**src/hw/rtl/skt_pkg.sv**
```systemverilog
// shared types, defaults and result codes for the sorted key table
`timescale 1ns / 1ps

package skt_pkg;

  // default table geometry
  localparam int DEPTH_DEF     = 8;
  localparam int KEY_CHARS_DEF = 8;

  // result status codes
  localparam logic [2:0] ST_INSERTED  = 3'd0;
  localparam logic [2:0] ST_DUPLICATE = 3'd1;
  localparam logic [2:0] ST_FULL      = 3'd2;
  localparam logic [2:0] ST_FOUND     = 3'd3;
  localparam logic [2:0] ST_NOT_FOUND = 3'd4;

  // controls broadcast to every cell
  typedef struct packed {
    logic cmp_en;    // capture compare flags against the request key
    logic shift_en;  // commit an insert: keep, take the key, or take the neighbor
  } cell_ctl_t;

  // flags a cell reports to the controller and its upper neighbor
  typedef struct packed {
    logic lt;     // occupied and stored key below request key
    logic eq;     // occupied and stored key equal to request key
    logic place;  // first cell not below the request key
  } cell_flag_t;

endpackage

```
**src/hw/rtl/skt_cell.sv**
```systemverilog
// one table slot: holds a key, compares it and shifts it up on insert
`timescale 1ns / 1ps

module skt_cell #(
  parameter int KEY_W = 8 * skt_pkg::KEY_CHARS_DEF,
  parameter int CNT_W = 4,
  parameter int INDEX = 0
) (
  input  logic                 clk,
  input  skt_pkg::cell_ctl_t   ctl,
  input  logic [KEY_W-1:0]     key_in,
  input  logic [CNT_W-1:0]     count,
  input  logic [KEY_W-1:0]     prev_key,
  input  logic                 prev_lt,
  output logic [KEY_W-1:0]     key_out,
  output skt_pkg::cell_flag_t  flag
);
  import skt_pkg::*;

  logic [KEY_W-1:0] key_r;
  logic             lt_r;
  logic             eq_r;
  logic             occupied;

  assign occupied = CNT_W'(INDEX) < count;

  // compare flags, captured once per request
  always_ff @(posedge clk) begin
    if (ctl.cmp_en) begin
      lt_r <= occupied && (key_r < key_in);
      eq_r <= occupied && (key_r == key_in);
    end
  end

  // insert: smaller keys stay, the sorted slot takes the key, the rest move up
  always_ff @(posedge clk) begin
    if (ctl.shift_en && !lt_r) begin
      if (prev_lt) begin
        key_r <= key_in;
      end else begin
        key_r <= prev_key;
      end
    end
  end

  assign key_out    = key_r;
  assign flag.lt    = lt_r;
  assign flag.eq    = eq_r;
  assign flag.place = !lt_r && prev_lt;

endmodule

```
**src/hw/rtl/sorted_key_table.sv**
```systemverilog
// sorted key table: ordered key store with insert and search requests
// each request runs a compare step, then a shift-and-write step; a new request is
// accepted only as the previous one commits, and an unread result stalls the commit
// the cell row registers its compare flags before the shift that uses them
// reset: entry count and handshake control clear, key cells hold garbage until written
`timescale 1ns / 1ps

module sorted_key_table #(
  parameter int DEPTH     = skt_pkg::DEPTH_DEF,
  parameter int KEY_CHARS = skt_pkg::KEY_CHARS_DEF
) (
  input  logic        clk,
  input  logic        rst_n,
  input  logic        in_valid,
  output logic        in_ready,
  input  logic        in_mode,
  input  logic [63:0] in_key,
  output logic        out_valid,
  input  logic        out_ready,
  output logic [2:0]  out_status,
  output logic [2:0]  out_position,
  output logic [3:0]  out_entry_count
);
  import skt_pkg::*;

  localparam int KEY_W = 8 * KEY_CHARS;
  localparam int CNT_W = $clog2(DEPTH + 1);
  localparam int IDX_W = (DEPTH > 1) ? $clog2(DEPTH) : 1;
  localparam int POS_W = (IDX_W > 3) ? IDX_W : 3;
  localparam int OCW   = (CNT_W > 4) ? CNT_W : 4;

  localparam logic [1:0] S_IDLE   = 2'd0;
  localparam logic [1:0] S_CMP    = 2'd1;
  localparam logic [1:0] S_COMMIT = 2'd2;

  logic [1:0]       state_r, state_nxt;
  logic [KEY_W-1:0] key_r;
  logic             mode_r;
  logic [CNT_W-1:0] count_r, count_nxt;
  logic             out_valid_r;
  logic [2:0]       status_r;
  logic [2:0]       position_r;
  logic [3:0]       entry_count_r;

  logic             in_acc;
  logic             commit_go;
  logic             present;
  logic             full;
  logic             inserting;
  logic [POS_W-1:0] pos_wide;
  logic [2:0]       status_nxt;
  logic [2:0]       position_nxt;
  logic [OCW-1:0]   count_wide;

  cell_ctl_t        ctl;
  cell_flag_t       flag   [DEPTH];
  logic [KEY_W-1:0] cell_key [DEPTH];
  logic [DEPTH-1:0] eq_vec;
  logic [DEPTH-1:0] place_vec;

  // handshake
  assign commit_go = (state_r == S_COMMIT) && (!out_valid_r || out_ready);
  assign in_ready  = (state_r == S_IDLE) || commit_go;
  assign in_acc    = in_valid && in_ready;

  // cell row controls
  assign ctl.cmp_en   = (state_r == S_CMP);
  assign ctl.shift_en = commit_go && inserting;

  // row of cells, each fed by its lower neighbor
  for (genvar i = 0; i < DEPTH; i++) begin : g_cell
    logic [KEY_W-1:0] pk;
    logic             pl;
    if (i == 0) begin : g_first
      assign pk = key_r;
      assign pl = 1'b1;
    end else begin : g_rest
      assign pk = cell_key[i-1];
      assign pl = flag[i-1].lt;
    end
    skt_cell #(
      .KEY_W(KEY_W),
      .CNT_W(CNT_W),
      .INDEX(i)
    ) u_cell (
      .clk      (clk),
      .ctl      (ctl),
      .key_in   (key_r),
      .count    (count_r),
      .prev_key (pk),
      .prev_lt  (pl),
      .key_out  (cell_key[i]),
      .flag     (flag[i])
    );
    assign eq_vec[i]    = flag[i].eq;
    assign place_vec[i] = flag[i].place;
  end

  // position of the sorted slot from the one-hot place flags
  always_comb begin
    pos_wide = '0;
    for (int i = 0; i < DEPTH; i++) begin
      if (place_vec[i]) begin
        pos_wide = pos_wide | POS_W'(i);
      end
    end
  end

  // result decode
  assign present   = |eq_vec;
  assign full      = (count_r == CNT_W'(DEPTH));
  assign inserting = !mode_r && !present && !full;

  always_comb begin
    status_nxt   = ST_NOT_FOUND;
    position_nxt = 3'd0;
    if (mode_r) begin
      if (present) begin
        status_nxt   = ST_FOUND;
        position_nxt = pos_wide[2:0];
      end
    end else if (present) begin
      status_nxt   = ST_DUPLICATE;
      position_nxt = pos_wide[2:0];
    end else if (full) begin
      status_nxt   = ST_FULL;
    end else begin
      status_nxt   = ST_INSERTED;
      position_nxt = pos_wide[2:0];
    end
  end

  assign count_nxt  = inserting ? count_r + CNT_W'(1) : count_r;
  assign count_wide = OCW'(count_nxt);

  // sequencer
  always_comb begin
    state_nxt = state_r;
    unique case (state_r)
      S_IDLE: begin
        if (in_acc) state_nxt = S_CMP;
      end
      S_CMP: begin
        state_nxt = S_COMMIT;
      end
      S_COMMIT: begin
        if (commit_go) state_nxt = in_acc ? S_CMP : S_IDLE;
      end
      default: begin
        state_nxt = S_IDLE;
      end
    endcase
  end

  // control registers
  always_ff @(posedge clk) begin
    if (!rst_n) begin
      state_r     <= S_IDLE;
      count_r     <= '0;
      out_valid_r <= 1'b0;
    end else begin
      state_r <= state_nxt;
      if (commit_go) begin
        count_r     <= count_nxt;
        out_valid_r <= 1'b1;
      end else if (out_ready) begin
        out_valid_r <= 1'b0;
      end
    end
  end

  // request and result payload
  always_ff @(posedge clk) begin
    if (in_acc) begin
      key_r  <= in_key[63 -: KEY_W];
      mode_r <= in_mode;
    end
    if (commit_go) begin
      status_r      <= status_nxt;
      position_r    <= position_nxt;
      entry_count_r <= count_wide[3:0];
    end
  end

  assign out_valid       = out_valid_r;
  assign out_status      = status_r;
  assign out_position    = position_r;
  assign out_entry_count = entry_count_r;

  // count stays within the table
  a_count_range: assert property (@(posedge clk) disable iff (!rst_n)
    count_r <= CNT_W'(DEPTH))
    else $error("entry count above depth");

  // at most one sorted slot and at most one matching cell
  a_flags_onehot: assert property (@(posedge clk) disable iff (!rst_n)
    (state_r == S_COMMIT) |-> ($onehot0(place_vec) && $onehot0(eq_vec)))
    else $error("cell flags not one-hot");

  // a matching key sits in the sorted slot
  a_hit_at_place: assert property (@(posedge clk) disable iff (!rst_n)
    (state_r == S_COMMIT && present) |-> ((eq_vec & place_vec) == eq_vec))
    else $error("match outside sorted slot");

  // a committed insert grows the table by one
  a_insert_count: assert property (@(posedge clk) disable iff (!rst_n)
    (commit_go && inserting) |=> (count_r == $past(count_r) + CNT_W'(1)))
    else $error("insert did not bump count");

endmodule
```
**config.mk**
```make
export PLATFORM = sky130hd
export DESIGN_NAME = sorted_key_table
export DESIGN_NICKNAME = d
export VERILOG_FILES = /design/src/hw/rtl/skt_pkg.sv /design/src/hw/rtl/skt_cell.sv /design/src/hw/rtl/sorted_key_table.sv
export SDC_FILE = /design/constraint.sdc
export NUM_CORES = 2
export LEC_CHECK = 0
export BUFFER_PORTS_ARGS = -buffer_cell sky130_fd_sc_hd__buf_2
export CAP_MARGIN = 10
export CORE_MARGIN = 2
export CORE_UTILIZATION = 52
export DETAILED_ROUTE_END_ITERATION = 16
export PLACE_DENSITY_LB_ADDON = 0.3
export SLEW_MARGIN = 0
export SYNTH_ARGS = -nofsm -noshare
export SYNTH_HDL_FRONTEND = slang
export SYNTH_SLANG_ARGS = --single-unit
```
**constraint.sdc**
```tcl
create_clock -name clk -period 5.8 [get_ports clk]
set_clock_uncertainty 0.1 [all_clocks]
set_input_delay 1.16 -clock clk [delete_from_list [all_inputs] [get_ports clk]]
set_output_delay 1.16 -clock clk [all_outputs]
set_load 0.03 [all_outputs]
```
==> metrics <==
worst r2r path cells 7; final worst slack 2.03 ns; # H-tree levels 3; placed instance area 36800 um^2; CP Max Fanout 25; Max Slew Vio Count 0; top routing layer in use met4; RR Endpoint g_cell[0].u_cell.key_out[22]; clock sink count 610; pre-CTS WS 1.86 ns; Rows 95; synthesis-stage register bit count 610; Post-synth top cells 603 x edfxtp_1, 514 x ha_1, 405 x mux2_1; kind of path behind the tightest hold check reg2reg; antenna diode count 0; Initial Util 52.5%; Core Area 67000 um^2; number of standard cells in the final layout excluding fillers 3685; Achievable Freq 265 MHz; Final Core Density 58.7%; WS Path Type reg2reg; Most used DFF post-synth edfxtp_1; Finished Cell Area 39400 um^2; Via density 6.35; Syn-to-layout area delta 11.8%; antenna viol nets, final 0; routed wire length 97700 um; die area 69800 um^2; r2r setup slk 2.03 ns; cell family with most CP delay simple AND/OR/NAND/NOR gates; setup bufs post-CTS 0; Placer Congestion 0.921; syn nets 3215; overall routing resource usage 28.1%; Final Cycle Share 65.0%; Die Wd 264 um; Top-Level Pins 81; critical path capture point type flop; Fillers 5315; largest area contributor in the netlist edfxtp_1; Distinct cells, synth 63; Critical Path Start Type flop; CTS tree done; Setup-failing EPs final 0; Pre-antenna DRT Iters 5; clock insertion delay at the later pin of the skew report 0.62 ns; RSZ-0062 raised after global routing no; DR vias 23400; Slew @ Worst Pin 1.19 ns; CTS Hold Bufs 0; Peak VDD IR 0.205 mV; relative slew slack 19.8%; sequential-to-total area share from yosys stat 51.8%; initial antenna violation count 1; Clock Path Buffers 3; WP buf/inv 2; Final Critical Period 3.77 ns; Synth area leaders edfxtp_1 51%, ha_1 18%, mux2_1 13%, a21oi_1 2.8%, nand2_1 1.8%; worst hold margin 0.400 ns; routed wl met2 45100 um; HPWL after DPL 68400 um; setup_tns 0 ns; CP cell instances inv_1 -> ha_1 -> and3b_1 -> nor4_4 -> nand2_2 -> nor2_4 -> buf_4; Leak Pwr 15.1 nW; outcome finished, final reports clean; cts repair resizes 0; Metal-1 WL 42400 um; Post-Syn Area 35200 um^2; Met3 Routed Length 7230 um; Placed Cells 3553; worst path required time 5.98 ns; Async S/R FF share, synth 0%; Critical Path Sink g_cell[0].u_cell.key_out[22]; first-pass GRT wire length 147000 um; EDFF count, synth 603; instance count on the critical path 7; share of cells above drive strength 1 9.71%; Mean Syn Cell Area 13.4 um^2; # nets final 3336; Final Hold Vio Count 0; I/O Buffers 80; largest net degree at the start of global routing 58; CTS Buf Count 71; max-cap violation count 0; slowest CP cell nor2_4; CP startpoint count_r[1]; die extent in y 264 um; synthesized instance count 2632; r2r startpoint count_r[1]; Worst-path clk slew 0.06 ns; Residual DRC 0; routed len/inst 26.5 um; grt ovf 0; Ys Warns 0; area share of the largest cell type after synthesis 51.4%; vias in the first global route 23800; power consumption 10.6 mW; power per cell area 269 nW/um^2; initial drt markers 1968; most frequent cell after synthesis edfxtp_1; critical path's largest stage delay 0.96 ns; Root Driver clkbuf_16; arrival time at the worst endpoint 3.95 ns
registers in the layout (all words and copies together) (netlist names):
name and cells:
out_status 3, out_entry_count 4, g_cell.u_cell.eq_r 8, out_valid 1, g_cell.u_cell.lt_r 8, state_r 2, g_cell.u_cell.key_out 512, mode_r 1
g_cell.pk 64, count_r 4, out_position 3
final cells by class:
| cell class | instances | area, um^2 | share of cell area [%] |
|---|---|---|---|
| Sequential cell | 610 | 18200 | 46.4 |
| Multi-Input combinational cell | 1870 | 16400 | 41.8 |
| Clock buffer | 85 | 1940 | 4.92 |
| Tap cell | 873 | 1090 | 2.78 |
| Timing Repair Buffer | 106 | 683 | 1.74 |
| Clock inverter | 47 | 591 | 1.50 |
| Inverter | 94 | 353 | 0.897 |
worst min path at each step:
| stage | from | cells past startpoint | slack (ns) | end |
|---|---|---|---|---|
| after detailed placement | out_valid | 2 | 0.40 | out_valid |
| after CTS | out_valid | 2 | 0.41 | out_valid |
| final | out_valid | 2 | 0.40 | out_valid |
| after global routing | out_valid | 2 | 0.45 | out_valid |
| after floorplan | state_r[0] | 3 | 0.39 | state_r[1] |
| after global placement | out_valid | 2 | 0.38 | out_valid |
kinds of logic (layout without fill, tap and decap cells):
group	count (synthesis)	count (layout)	share of synthesized area [%]
compound gates	416	416	7.05
xor+xnor	6	6	0.149
fa+ha+maj	514	514	18.3
buf+inv	152	332	1.62
flops	610	610	51.8
mux	442	442	14.1
simple gates	492	492	6.94
placed cells by master (no fill, tap or decap), drive strengths merged, types with 8 or more instances in the layout:
master	n
nand2	172
and4	12
clkbuf	85
clkinv	30
mux2	441
buf	106
edfxtp	603
a211oi	26
nand4	88
or4	8
ha	514
o21ai	90
inv	95
nor4	19
nand3	55
nor2	78
a221o	9
a21o	25
a221oi	20
nor3	36
a21oi	198
bufinv	14
worst min-delay path, stage by stage, from the launching register on:
cell and delay, ns:
dfxtp_1 0.32, nand2b_1 0.07, a21boi_0 0.07
where the power goes:
part           switching [mW]  total [mW]  internal [mW]  leakage [nW]
Combinational           0.463       0.757          0.294          8.28
Sequential             0.0789        4.95           4.88          5.53
Clock                    1.88        4.89           3.01          1.24
metal layers:
metal  GRT usage [%]  up-vias
met1            38.8    11700
met4            9.69        0
met3            4.59      165
met2            45.0      867
met5               0        -
li1                -    10600
(Power assumes the default switching activity.)
